`src/rtl/ablm_pkg.sv`:
```
// Shared types and constants for the audio block level meter.
`timescale 1ns / 1ps

package ablm_pkg;

    localparam int SAMPLE_W   = 16;
    localparam int RMS_W      = 16;
    localparam int VOL_W      = 7;
    localparam int VOL_PROD_W = 22;
    localparam int VOL_SHIFT  = 15;
    localparam int RAD_W      = 32;
    localparam int ROOT_STEPS = 16;

    localparam logic [VOL_PROD_W-1:0] VOL_SCALE = VOL_PROD_W'(100);

    localparam logic signed [SAMPLE_W-1:0] MIN_INIT = 16'sh7FFF;
    localparam logic signed [SAMPLE_W-1:0] MAX_INIT = 16'sh8000;

    typedef enum logic [2:0] {
        ST_IDLE,
        ST_DIV_SQ,
        ST_DIV_SUM,
        ST_SQRT,
        ST_DONE
    } state_t;

endpackage

```
`src/rtl/audio_block_level_meter.sv`:
```
// Block level meter: running sums per block, then divide and root on a shared subtractor.
//
//   channel | handshake           | payload
//   --------+---------------------+-------------------------------------------------------
//   in      | in_valid, in_ready  | sample, block_end
//   out     | out_valid, out_ready| rms_level, volume_pct, mean_value, min_sample,
//           |                     | max_sample
//
// A sample that does not end its block is accumulated, and the meter stays ready for the next one.
// A block-ending sample holds in_ready low through two restoring divides, one quotient bit
// per cycle, and 16 root steps, all on one subtractor, and then until the finished result
// is moved to the output register.
// A waiting result does not stop accumulation of the next block; a finished result
// only stalls while the previous one is still untaken.
// Reset clears the accumulators and leaves no result pending.
`timescale 1ns / 1ps

module audio_block_level_meter #(
    parameter int MAX_BLOCK_SAMPLES = 1024
) (
    input  logic                                clk,
    input  logic                                rst_n,
    input  logic                                in_valid,
    output logic                                in_ready,
    input  logic signed [ablm_pkg::SAMPLE_W-1:0] sample,
    input  logic                                block_end,
    output logic                                out_valid,
    input  logic                                out_ready,
    output logic [ablm_pkg::RMS_W-1:0]          rms_level,
    output logic [ablm_pkg::VOL_W-1:0]          volume_pct,
    output logic signed [ablm_pkg::SAMPLE_W-1:0] mean_value,
    output logic signed [ablm_pkg::SAMPLE_W-1:0] min_sample,
    output logic signed [ablm_pkg::SAMPLE_W-1:0] max_sample
);

    import ablm_pkg::*;

    localparam int CNT_W  = $clog2(MAX_BLOCK_SAMPLES + 1);
    localparam int SUM_W  = SAMPLE_W + CNT_W;
    localparam int SQ_W   = 31 + CNT_W;
    localparam int DVD_W  = SQ_W;
    localparam int UNIT_W = (CNT_W + 1 > 20) ? CNT_W + 1 : 20;
    localparam int STEP_W = $clog2(DVD_W);

    state_t state_reg, state_next;

    logic signed [SUM_W-1:0]    acc_sum_reg;
    logic [SQ_W-1:0]            acc_sq_reg;
    logic [CNT_W-1:0]           acc_cnt_reg;
    logic signed [SAMPLE_W-1:0] acc_min_reg;
    logic signed [SAMPLE_W-1:0] acc_max_reg;

    logic [DVD_W-1:0]           dvd_reg;
    logic [UNIT_W-1:0]          rem_reg;
    logic [CNT_W-1:0]           divisor_reg;
    logic                       sum_neg_reg;
    logic [SUM_W-2:0]           sum_mag_reg;
    logic [RAD_W-1:0]           rad_reg;
    logic [RMS_W-1:0]           root_reg;
    logic signed [SAMPLE_W-1:0] mean_reg;
    logic signed [SAMPLE_W-1:0] min_hold_reg;
    logic signed [SAMPLE_W-1:0] max_hold_reg;
    logic [STEP_W-1:0]          step_reg;

    logic                       out_valid_reg;
    logic [RMS_W-1:0]           rms_reg;
    logic [VOL_W-1:0]           vol_reg;
    logic signed [SAMPLE_W-1:0] mean_out_reg;
    logic signed [SAMPLE_W-1:0] min_out_reg;
    logic signed [SAMPLE_W-1:0] max_out_reg;

    logic                       in_fire;
    logic                       out_free;
    logic                       ending;
    logic signed [31:0]         sq_prod;
    logic signed [SUM_W-1:0]    sum_total;
    logic signed [SUM_W-1:0]    sum_abs;
    logic [SQ_W-1:0]            sq_total;
    logic [CNT_W-1:0]           cnt_total;
    logic signed [SAMPLE_W-1:0] min_total;
    logic signed [SAMPLE_W-1:0] max_total;

    logic [UNIT_W-1:0]          div_shift;
    logic [UNIT_W-1:0]          root_shift;
    logic [UNIT_W-1:0]          unit_a;
    logic [UNIT_W-1:0]          unit_b;
    logic [UNIT_W:0]            unit_diff;
    logic                       unit_ge;
    logic [DVD_W-1:0]           dvd_next;
    logic [UNIT_W-1:0]          rem_next;
    logic [RMS_W-1:0]           root_next;
    logic [SAMPLE_W-1:0]        quot_low;
    logic                       last_div;
    logic                       last_root;
    logic [VOL_PROD_W-1:0]      vol_prod;

    assign in_fire  = in_valid && in_ready;
    assign out_free = !out_valid_reg || out_ready;

    assign sq_prod   = sample * sample;
    assign sum_total = acc_sum_reg + SUM_W'(sample);
    assign sq_total  = acc_sq_reg + SQ_W'($unsigned(sq_prod));
    assign cnt_total = acc_cnt_reg + CNT_W'(1);
    assign min_total = (sample < acc_min_reg) ? sample : acc_min_reg;
    assign max_total = (sample > acc_max_reg) ? sample : acc_max_reg;
    assign ending    = block_end || (cnt_total == CNT_W'(MAX_BLOCK_SAMPLES));
    assign sum_abs   = sum_total[SUM_W-1] ? -sum_total : sum_total;

    assign div_shift  = {rem_reg[UNIT_W-2:0], dvd_reg[DVD_W-1]};
    assign root_shift = {rem_reg[UNIT_W-3:0], rad_reg[RAD_W-1 -: 2]};
    assign unit_diff  = {1'b0, unit_a} - {1'b0, unit_b};
    assign unit_ge    = !unit_diff[UNIT_W];
    assign rem_next   = unit_ge ? unit_diff[UNIT_W-1:0] : unit_a;
    assign dvd_next   = {dvd_reg[DVD_W-2:0], unit_ge};
    assign root_next  = {root_reg[RMS_W-2:0], unit_ge};
    assign quot_low   = dvd_next[SAMPLE_W-1:0];
    assign last_div   = (step_reg == STEP_W'(DVD_W - 1));
    assign last_root  = (step_reg == STEP_W'(ROOT_STEPS - 1));
    assign vol_prod   = VOL_PROD_W'(root_reg) * VOL_SCALE;

    always_comb
    begin
        state_next = state_reg;
        unique case (state_reg)
            ST_IDLE:
            begin
                if (in_fire && ending)
                begin
                    state_next = ST_DIV_SQ;
                end
            end
            ST_DIV_SQ:
            begin
                if (last_div)
                begin
                    state_next = ST_DIV_SUM;
                end
            end
            ST_DIV_SUM:
            begin
                if (last_div)
                begin
                    state_next = ST_SQRT;
                end
            end
            ST_SQRT:
            begin
                if (last_root)
                begin
                    state_next = ST_DONE;
                end
            end
            ST_DONE:
            begin
                if (out_free)
                begin
                    state_next = ST_IDLE;
                end
            end
            default:
            begin
                state_next = ST_IDLE;
            end
        endcase
    end

    always_comb
    begin
        in_ready = 1'b0;
        unit_a   = '0;
        unit_b   = '0;
        unique case (state_reg)
            ST_IDLE:
            begin
                in_ready = 1'b1;
            end
            ST_DIV_SQ, ST_DIV_SUM:
            begin
                unit_a = div_shift;
                unit_b = UNIT_W'(divisor_reg);
            end
            ST_SQRT:
            begin
                unit_a = root_shift;
                unit_b = UNIT_W'({root_reg, 2'b01});
            end
            default:
            begin
                in_ready = 1'b0;
            end
        endcase
    end

    always_ff @(posedge clk or negedge rst_n)
    begin
        if (!rst_n)
        begin
            state_reg     <= ST_IDLE;
            step_reg      <= '0;
            out_valid_reg <= 1'b0;
            acc_sum_reg   <= '0;
            acc_sq_reg    <= '0;
            acc_cnt_reg   <= '0;
            acc_min_reg   <= MIN_INIT;
            acc_max_reg   <= MAX_INIT;
        end
        else
        begin
            state_reg <= state_next;

            if (state_reg != state_next)
            begin
                step_reg <= '0;
            end
            else if (state_reg != ST_IDLE && state_reg != ST_DONE)
            begin
                step_reg <= step_reg + STEP_W'(1);
            end

            if (state_reg == ST_DONE && out_free)
            begin
                out_valid_reg <= 1'b1;
            end
            else if (out_ready)
            begin
                out_valid_reg <= 1'b0;
            end

            if (in_fire)
            begin
                if (ending)
                begin
                    acc_sum_reg <= '0;
                    acc_sq_reg  <= '0;
                    acc_cnt_reg <= '0;
                    acc_min_reg <= MIN_INIT;
                    acc_max_reg <= MAX_INIT;
                end
                else
                begin
                    acc_sum_reg <= sum_total;
                    acc_sq_reg  <= sq_total;
                    acc_cnt_reg <= cnt_total;
                    acc_min_reg <= min_total;
                    acc_max_reg <= max_total;
                end
            end
        end
    end

    always_ff @(posedge clk)
    begin
        unique case (state_reg)
            ST_IDLE:
            begin
                if (in_fire && ending)
                begin
                    dvd_reg      <= DVD_W'(sq_total);
                    rem_reg      <= '0;
                    divisor_reg  <= cnt_total;
                    sum_neg_reg  <= sum_total[SUM_W-1];
                    sum_mag_reg  <= sum_abs[SUM_W-2:0];
                    min_hold_reg <= min_total;
                    max_hold_reg <= max_total;
                end
            end
            ST_DIV_SQ:
            begin
                if (last_div)
                begin
                    rad_reg <= dvd_next[RAD_W-1:0];
                    dvd_reg <= DVD_W'(sum_mag_reg);
                    rem_reg <= '0;
                end
                else
                begin
                    dvd_reg <= dvd_next;
                    rem_reg <= rem_next;
                end
            end
            ST_DIV_SUM:
            begin
                if (last_div)
                begin
                    mean_reg <= sum_neg_reg ? -$signed(quot_low) : $signed(quot_low);
                    rem_reg  <= '0;
                    root_reg <= '0;
                end
                else
                begin
                    dvd_reg <= dvd_next;
                    rem_reg <= rem_next;
                end
            end
            ST_SQRT:
            begin
                rem_reg  <= rem_next;
                root_reg <= root_next;
                rad_reg  <= {rad_reg[RAD_W-3:0], 2'b00};
            end
            ST_DONE:
            begin
                if (out_free)
                begin
                    rms_reg      <= root_reg;
                    vol_reg      <= vol_prod[VOL_SHIFT +: VOL_W];
                    mean_out_reg <= mean_reg;
                    min_out_reg  <= min_hold_reg;
                    max_out_reg  <= max_hold_reg;
                end
            end
            default:
            begin
                rem_reg <= rem_reg;
            end
        endcase
    end

    assign out_valid  = out_valid_reg;
    assign rms_level  = rms_reg;
    assign volume_pct = vol_reg;
    assign mean_value = mean_out_reg;
    assign min_sample = min_out_reg;
    assign max_sample = max_out_reg;

endmodule

```
`config.mk`:
```
export PLATFORM = sky130hd
export DESIGN_NAME = audio_block_level_meter
export DESIGN_NICKNAME = d
export VERILOG_FILES = /design/src/rtl/ablm_pkg.sv /design/src/rtl/audio_block_level_meter.sv
export SDC_FILE = /design/constraint.sdc
export NUM_CORES = 1
export LEC_CHECK = 0
export ABC_AREA = 1
export BUFFER_PORTS_ARGS = -buffer_cell sky130_fd_sc_hd__buf_2
export CAP_MARGIN = 40
export CORE_ASPECT_RATIO = 2
export CORE_MARGIN = 2
export CORE_UTILIZATION = 40
export DETAILED_ROUTE_END_ITERATION = 16
export PLACE_DENSITY_LB_ADDON = 0.1
export SLEW_MARGIN = 20
export SYNTH_ARGS = -nofsm -noshare
export SYNTH_HDL_FRONTEND = slang
export SYNTH_SLANG_ARGS = --single-unit
```
`constraint.sdc`:
```
create_clock -name clk -period 7.7 [get_ports clk]
set_clock_uncertainty 0.2 [all_clocks]
set_input_delay 0 -clock clk [delete_from_list [all_inputs] [get_ports clk]]
set_output_delay 0 -clock clk [all_outputs]
set_load 0.01 [all_outputs]
```
Word level (Yosys, flattened, before mapping). Index checks and enable logic that the tools add are counted.

Latch bits: 0. ROM bits: 0. Memories: 0. Register bits: 388. Word-level logic and storage cells: 105. Bits in writable memories: 0. Output and inout port bits: 73.

Reductions and logical operators: 24. Add/sub/neg operators: 7. Bitwise operators: 0. Shift operators: 0. Divide/modulo/power cells: 0. Magnitude comparators: 2. Multipliers: 2. Multiplexer cells: 34. Equal/unequal tests: 13.

Operator list (number): 42-bit 2-to-1 mux (4); 42-bit one-hot mux with 3 select lines (1); 16-bit 2-to-1 mux (6); 32-bit one-hot mux with 2 select lines (1); 19-bit 2-to-1 mux (3); 19-bit one-hot mux with 3 select lines (1); 42-bit by 32-bit adder with 42-bit output (1); 20-bit one-hot mux with 2 select lines (1); 18-bit one-hot mux with 2 select lines (1); 16-bit by 16-bit multiplier with 32-bit output (1); 32-bit 2-to-1 mux (1); 16-bit one-hot mux with 2 select lines (1); 27-bit by 16-bit adder with 27-bit output (1); 27-bit 2-to-1 mux (1); 26-bit 2-to-1 mux (1); 26-bit negation (1); 20-bit by 18-bit subtractor with 21-bit output (1); 16-bit by 5-bit multiplier with 20-bit output, second input constant (1); 16-bit greater-than comparator (1); 16-bit less-than comparator (1); 16-bit negation (1); 3-bit 2-to-1 mux (5); 3-bit one-hot mux with 5 select lines (1); 6-bit 2-to-1 mux (2); 22 further kinds (43).

Logic depth before layout (Yosys ltp). Gate-level depths: netlist of the first run.

Depth after elaboration: 8. Mapped depth: 39. Depth with buffers taken out: 38.

Worst setup path before layout of the first run. No wires, ideal clock.

Kind: in2reg. From: input sample[1] in the netlist's numbering. To: register dvd_reg[38] (data pin). Path slack: 0.462 ns. Data arrival time: 6.785 ns. Data required time: 7.247 ns. Stages on the path: 31. Path buffers: 2. Cells stage by stage: clkbuf_1 clkbuf_1 nand2_1 inv_1 fa_1 inv_1 fa_1 inv_1 fa_1 fa_1 fa_1 inv_1 fa_1 inv_1 ha_1 nand2_1 nor4_1 nand2_1 o211ai_1 xor2_1 ha_1 nand2_1 nor2_1 nand2_1 nor4_1 nand3_1 nand3_1 nand2_1 xor2_1 nand2_1 nand2_1.

Cells in the longest elaborated chain, start to end: 4.

Ends and longest elaborated chain: from (decl) (RTL line audio_block_level_meter.sv:25) `input logic signed [ablm_pkg::SAMPLE_W-1:0] sample,`; 16-bit by 16-bit multiplier with 32-bit output (RTL line audio_block_level_meter.sv:100) `assign sq_prod = sample * sample;`; 42-bit by 32-bit adder with 42-bit output (RTL line audio_block_level_meter.sv:102) `assign sq_total = acc_sq_reg + SQ_W'($unsigned(sq_prod));`; 42-bit 2-to-1 mux (RTL line audio_block_level_meter.sv:256) `if (in_fire && ending)`; 42-bit one-hot mux with 3 select lines (RTL line audio_block_level_meter.sv:253) `unique case (state_reg)`; to (signal assigned) (RTL line audio_block_level_meter.sv:258) `dvd_reg <= DVD_W'(sq_total);`; to (signal assigned) (RTL line audio_block_level_meter.sv:272) `dvd_reg <= DVD_W'(sum_mag_reg);`; to (signal assigned) (RTL line audio_block_level_meter.sv:277) `dvd_reg <= dvd_next;`; to (decl) (RTL line audio_block_level_meter.sv:53) `logic [DVD_W-1:0] dvd_reg;`.

No other way between the ends. The select of a mux whose other input is x is not followed. A chain may end at the register's enable or synchronous reset.

Worst setup path after layout of the first run.
From: input sample[4] in the netlist's numbering. To: register dvd_reg[32] (data pin).

Same word-level chain as after synthesis.

==> results.py, run 1 <==
metrics = {
    "critical_path": {
        "worstPathArrival_ps": 7460,
        "critPathTopFamily": "adder cells",
        "crit_path_end_kind": "register",
        "worstPathMaxFanout": 6,
        "critical_path_buf_inv_count": 9,
        "required_ps": 7820,
        "reg2reg_slack_ps": 2620,
        "startpoint_type": "input pin",
        "critical-path-max-stage-delay_ps": 620,
        "crit_slowest_cell": "dlygate4sd3_1",
        "worstSetupPathType": "in -> reg",
        "cp_common_cell": "fa_1",
    },
    "logic_synthesis": {
        "ys.flop_type": "edfxtp_1",
        "syn-cell-area_um2": 32200,
        "synth_commonest_cells": "nand2_1, inv_1, edfxtp_1",
        "syn-num-nets": 4307,
        "synth_xor_area_share_pct": 3.48,
        "synthAdderAreaFrac_pct": 25.3,
        "syn_inst": 3784,
        "synth.area.mux_share_pct": 0.0622,
        "synth_seq_area_share_pct": 34.4,
        "synth-edff-count": 266,
        "yosysWarnings": 0,
        "synth_top_family_by_area": "adder cells",
        "syn_avg_cell_area_um2": 8.51,
        "synth_top_cell_by_area": "edfxtp_1",
        "yosys.area_share.simple_pct": 17.2,
        "netlist.area_leader.share_pct": 24.8,
        "synth_compound_area_share_pct": 9.07,
        "ys_top_cells_by_area": "edfxtp_1, fa_1, nand2_1",
        "ys_ff_latch": 388,
        "ys_types": 54,
        "async_flop_share_pct": 31.4,
        "yosysMostFrequentCell": "nand2_1",
    },
    "placed_design": {
        "hpwlAfterDp_mm": 76.0,
        "portBuffers": 93,
        "gp_congestion": 0.900,
    },
    "global_route": {
        "antenna_found_initial": 3,
        "grt_max_degree": 67,
        "grt_pass1_wl_mm": 148,
        "grt_pass1_vias": 27200,
        "track_usage_pct": 23.3,
        "gr-total-overflow": 0,
    },
    "flow_run": {
        "drv_cap": 0,
    },
    "clocking": {
        "cts_sinks": 388,
        "path_clk_slew_ps": 60,
        "cts_buffers": 39,
        "htreeDepth": 2,
        "max-clock-path-buffers": 3,
        "cts_tree": "built",
        "clk_latency_ps": 580,
        "clockRootBuffer": "clkbuf_16",
    },
    "cells_and_area": {
        "n_fill_cell": 8043,
        "syn2layout_area_growth_pct": 14.7,
        "multi_input_area_um2": 17900,
        "drive_gt1_share_pct": 11.1,
        "final_util_pct": 46.1,
        "layout.nets": 4579,
        "seq_area_um2": 11100,
    },
    "routing": {
        "vias": 25400,
        "wl_per_cell_um": 18.4,
        "route.detailed.drc": 0,
        "ant_nets": 0,
        "firstDrtPassIters": 5,
        "vias_per_cell": 4.94,
        "drtIter0Drc": 1164,
        "wirelength_mm": 94.2,
    },
    "floorplanning": {
        "fp.dieW_um": 205,
        "die_h_um": 405,
        "rows": 147,
        "ioPinCount": 94,
        "coreArea_um2": 80000,
        "dieArea_um2": 82900,
        "start_util_pct": 40.2,
    },
    "status": {
        "status": "finished clean",
    },
    "timing": {
        "rsz0062_at_grt": "true",
        "finalMaxSlewViolations": 0,
        "relSlewSlack_pct": 46.2,
        "fin_crit_ps": 7340,
        "finalSetupViolCount": 0,
        "fmax_mhz": 136,
        "post-route-period-util_pct": 95.4,
        "timing_worst_slew_pin_value_ps": 807,
        "hold_violations": 0,
    },
    "hold_path": {
        "hp-class": "in -> reg",
    },
}
per-layer routing:
metal,vias up,routed length [um],share of wire (%),global-route usage (%)
li1,12500,-,-,-
met1,12300,32800,35,23.0
met2,394,54600,58,47.8
met3,174,2090,2.2,1.57
met4,0,4690,5.0,10.7
met5,-,0,0,0
repair_timing:
item,CTS,global route
buffers inserted,0,2
resized for setup,0,31
endpoints found under the hold margin,158,0
hold buffers,14,0
endpoints found under the setup margin,0,30
path summary, 6_finish.rpt:
path,start,endpoint,cells after the start
hold reg to reg,max_hold_reg[12],max_sample[12],0
min in group asynchronous,rst_n,acc_sum_reg[25],4
hold / removal,sample[12],acc_min_reg[12],4
max in group asynchronous,rst_n,acc_min_reg[6],5
setup reg to reg,state_reg[2],mean_reg[14],22
setup / recovery,sample[4],dvd_reg[32],33
metrics by stage:
stage          hold WS, ps  area (um2)  setup WS [ps]  setup TNS, ps  cells
2_1_floorplan         -496       32200            462              0   3784
6_report              39.6       36900            356              0   5131
3_3_place_gp          -113       35300           -148           -275   5039
5_1_grt               80.6       36900          -23.6          -50.5   5131
3_5_place_dp          -107       35300           -201           -374   5042
4_1_cts               6.72       36800            180              0   5128
logic make-up after synthesis:
logic type / after synthesis
mux: 2
xor+xnor: 128
buf+inv: 886
compound gates: 518
simple gates: 1360
flops: 388
fa+ha+maj: 502
worst min-delay path, stage by stage:
cell and delay (ps):
buf_2 210, buf_4 200, o21ai_0 270, a21boi_0 100
layout by cell type, fill, tap and decap left out, types with 16 or more instances in the layout:
cell	synthesis	layout
xor2_1	84	83
nand2_1	936	933
buf_2	19	92
fa_1	249	249
edfxtp_1	266	266
dfrtp_1	106	106
clkbuf_16	0	41
inv_1	781	780
nor3_1	25	25
o21ai_0	186	177
nand3_1	127	126
buf_4	1	214
o22ai_1	23	23
dfstp_2	16	16
xnor2_1	44	41
nand4_1	31	31
o21ai_1	30	37
a21oi_1	169	162
a22oi_1	24	24
ha_1	253	252
nor2_1	196	191
layout make-up:
cell class | instances | share of cell area (%)
Antenna cell | 1 | 0.00678
Clock buffer | 57 | 3.05
Clock inverter | 15 | 0.454
Inverter | 788 | 8.02
Multi-Input combinational cell | 2510 | 48.5
Sequential cell | 388 | 30.0
Tap cell | 1043 | 3.54
Timing Repair Buffer | 329 | 6.49
Power of run 1 is left out: the tool's default activity adds up to more than one toggle a clock period on the data nets, which glitch-free logic cannot reach.
==> run 2: changes to the inputs <==
- CTS_CLUSTER_SIZE: not set -> 14
- PLACE_DENSITY_LB_ADDON: 0.1 -> 0.12
- clock period: 7.7 -> 7.25 ns (I/O delays scaled with it)
==> results.py, run 2 (synthesis gave the netlist of run 1 again) <==
metrics = {
    "status": {
        "status": "finished clean",
    },
    "floorplanning": {
        "dieArea_um2": 82900,
        "die_h_um": 405,
        "coreArea_um2": 80000,
        "fp.dieW_um": 205,
        "rows": 147,
        "ioPinCount": 94,
        "start_util_pct": 40.2,
    },
    "global_route": {
        "track_usage_pct": 23.5,
        "gr-total-overflow": 0,
        "grt_util_met2_pct": 48.3,
        "antenna_found_initial": 0,
        "grt_max_degree": 73,
        "grt_pass1_wl_mm": 150,
        "grt_use_met1_pct": 22.8,
        "grt-busiest-layer": "met2",
        "met3_usage_pct": 1.77,
        "grt_pass1_vias": 27800,
    },
    "routing": {
        "firstDrtPassIters": 5,
        "route.detailed.drc": 0,
        "wirelength_mm": 94.5,
        "ant_nets": 0,
        "drtIter0Drc": 1022,
        "vias_per_cell": 4.91,
        "wl_per_cell_um": 18.0,
        "vias": 25800,
    },
    "critical_path": {
        "worstSetupPathType": "in -> reg",
        "reg2reg_depth": 23,
        "required_ps": 7500,
        "critical-path-max-stage-delay_ps": 570,
        "crit_slowest_cell": "fa_1",
        "worstPathArrival_ps": 7230,
        "reg2reg_slack_ps": 2600,
        "crit_path_end_kind": "register",
        "startpoint_type": "input pin",
        "cp_common_cell": "nand2_1",
        "worstPathMaxFanout": 13,
        "r2r_start": "state_reg[2]",
        "r2r_end": "mean_reg[14]",
    },
    "placed_design": {
        "portBuffers": 93,
        "hpwlAfterDp_mm": 76.6,
        "gp_congestion": 0.919,
        "placedCellCount": 5172,
    },
    "timing": {
        "fmax_mhz": 143,
        "finalMaxSlewViolations": 0,
        "hold_violations": 0,
        "post-route-period-util_pct": 96.3,
        "relSlewSlack_pct": 45.3,
        "fin_crit_ps": 6980,
        "timing_worst_slew_pin_value_ps": 820,
        "finalSetupViolCount": 0,
        "rsz0062_at_grt": "true",
    },
    "clocking": {
        "path_clk_slew_ps": 70,
        "cts_tree": "built",
        "clk_latency_ps": 570,
        "max-clock-path-buffers": 3,
        "cts_buffers": 40,
        "htreeDepth": 2,
        "cts_sinks": 388,
        "clockRootBuffer": "clkbuf_16",
    },
    "hold_path": {
        "hold_path_end": "out_valid",
        "hp-start": "out_ready",
        "hp-class": "in -> reg",
        "holdPathStages": 3,
    },
    "cells_and_area": {
        "stdcell_count": 5262,
        "syn2layout_area_growth_pct": 18.5,
        "layout.nets": 4710,
        "drive_gt1_share_pct": 15.0,
        "n_fill_cell": 7985,
        "num_antenna_cells": 0,
        "layout_commonest_cell": "nand2_1",
        "layout_common_cells": "nand2_1, inv_1, buf_4, edfxtp_1",
    },
    "flow_run": {
        "drv_cap": 0,
    },
}
-- run 2: layout make-up --
class | instances | area [um2] | share of cell area, %
tap | 1043 | 1310 | 3.42
timing repair buffer | 459 | 3370 | 8.85
clock buffer | 51 | 1110 | 2.92
multi-input combinational | 2510 | 18100 | 47.4
clock inverter | 23 | 226 | 0.594
sequential | 388 | 11100 | 29.0
inverter | 788 | 2980 | 7.80
-- run 2: routing by layer --
layer	share of wire (%)	routed length [um]
met1	35	32600
met2	58	54700
met3	2.0	1930
met4	5.6	5270
met5	0	0
-- run 2: worst max-delay path, delay by kind of cell --
| family | cells | cell delay (ps) |
|---|---|---|
| and+or+nand+nor | 11 | 1270 |
| adders and majority gates | 8 | 3990 |
| AOI/OAI and AO/OA | 4 | 610 |
| xor gates and xnor gates | 2 | 490 |
| buffers and inverters | 7 | 830 |
-- run 2: stage by stage --
| stage | setup TNS, ps | instance area, um2 | hold WS [ps] | util, % | setup slack, ps |
|---|---|---|---|---|---|
| 6_report | 0 | 38100 | 18.2 | 47.7 | 268 |
| 2_1_floorplan | 0 | 32200 | -496 | - | 12.5 |
| 3_5_place_dp | -22670 | 36300 | -77.5 | 45.3 | -776 |
| 3_3_place_gp | -21930 | 36200 | -83.4 | 45.3 | -796 |
| 5_1_grt | -67.8 | 38100 | 21.9 | 47.7 | -24.5 |
| 4_1_cts | 0 | 37800 | 0.762 | 47.2 | 4.85 |
-- run 2: worst max path at each step --
stage / start / to / slack, ps / cells after the start
after floorplan: sample[1] / dvd_reg[38] / 10 / 31
after global placement: sample[11] / dvd_reg[32] / -800 / 29
after detailed placement: sample[11] / dvd_reg[32] / -780 / 29
after CTS: sample[5] / dvd_reg[23] / 5 / 31
after global routing: sample[12] / dvd_reg[41] / -20 / 34
final: sample[10] / dvd_reg[38] / 270 / 32
-- run 2: what timing repair did --
action | 4_1_cts | 5_1_grt
setup endpoints to repair | 14 | 46
hold endpoints to repair | 134 | 1
gates cloned | 0 | 0
hold buffers | 10 | 1
resized for setup | 4 | 85
pin swaps | 0 | 20
setup buffers | 0 | 4
Power of run 2 is left out for the same reason.
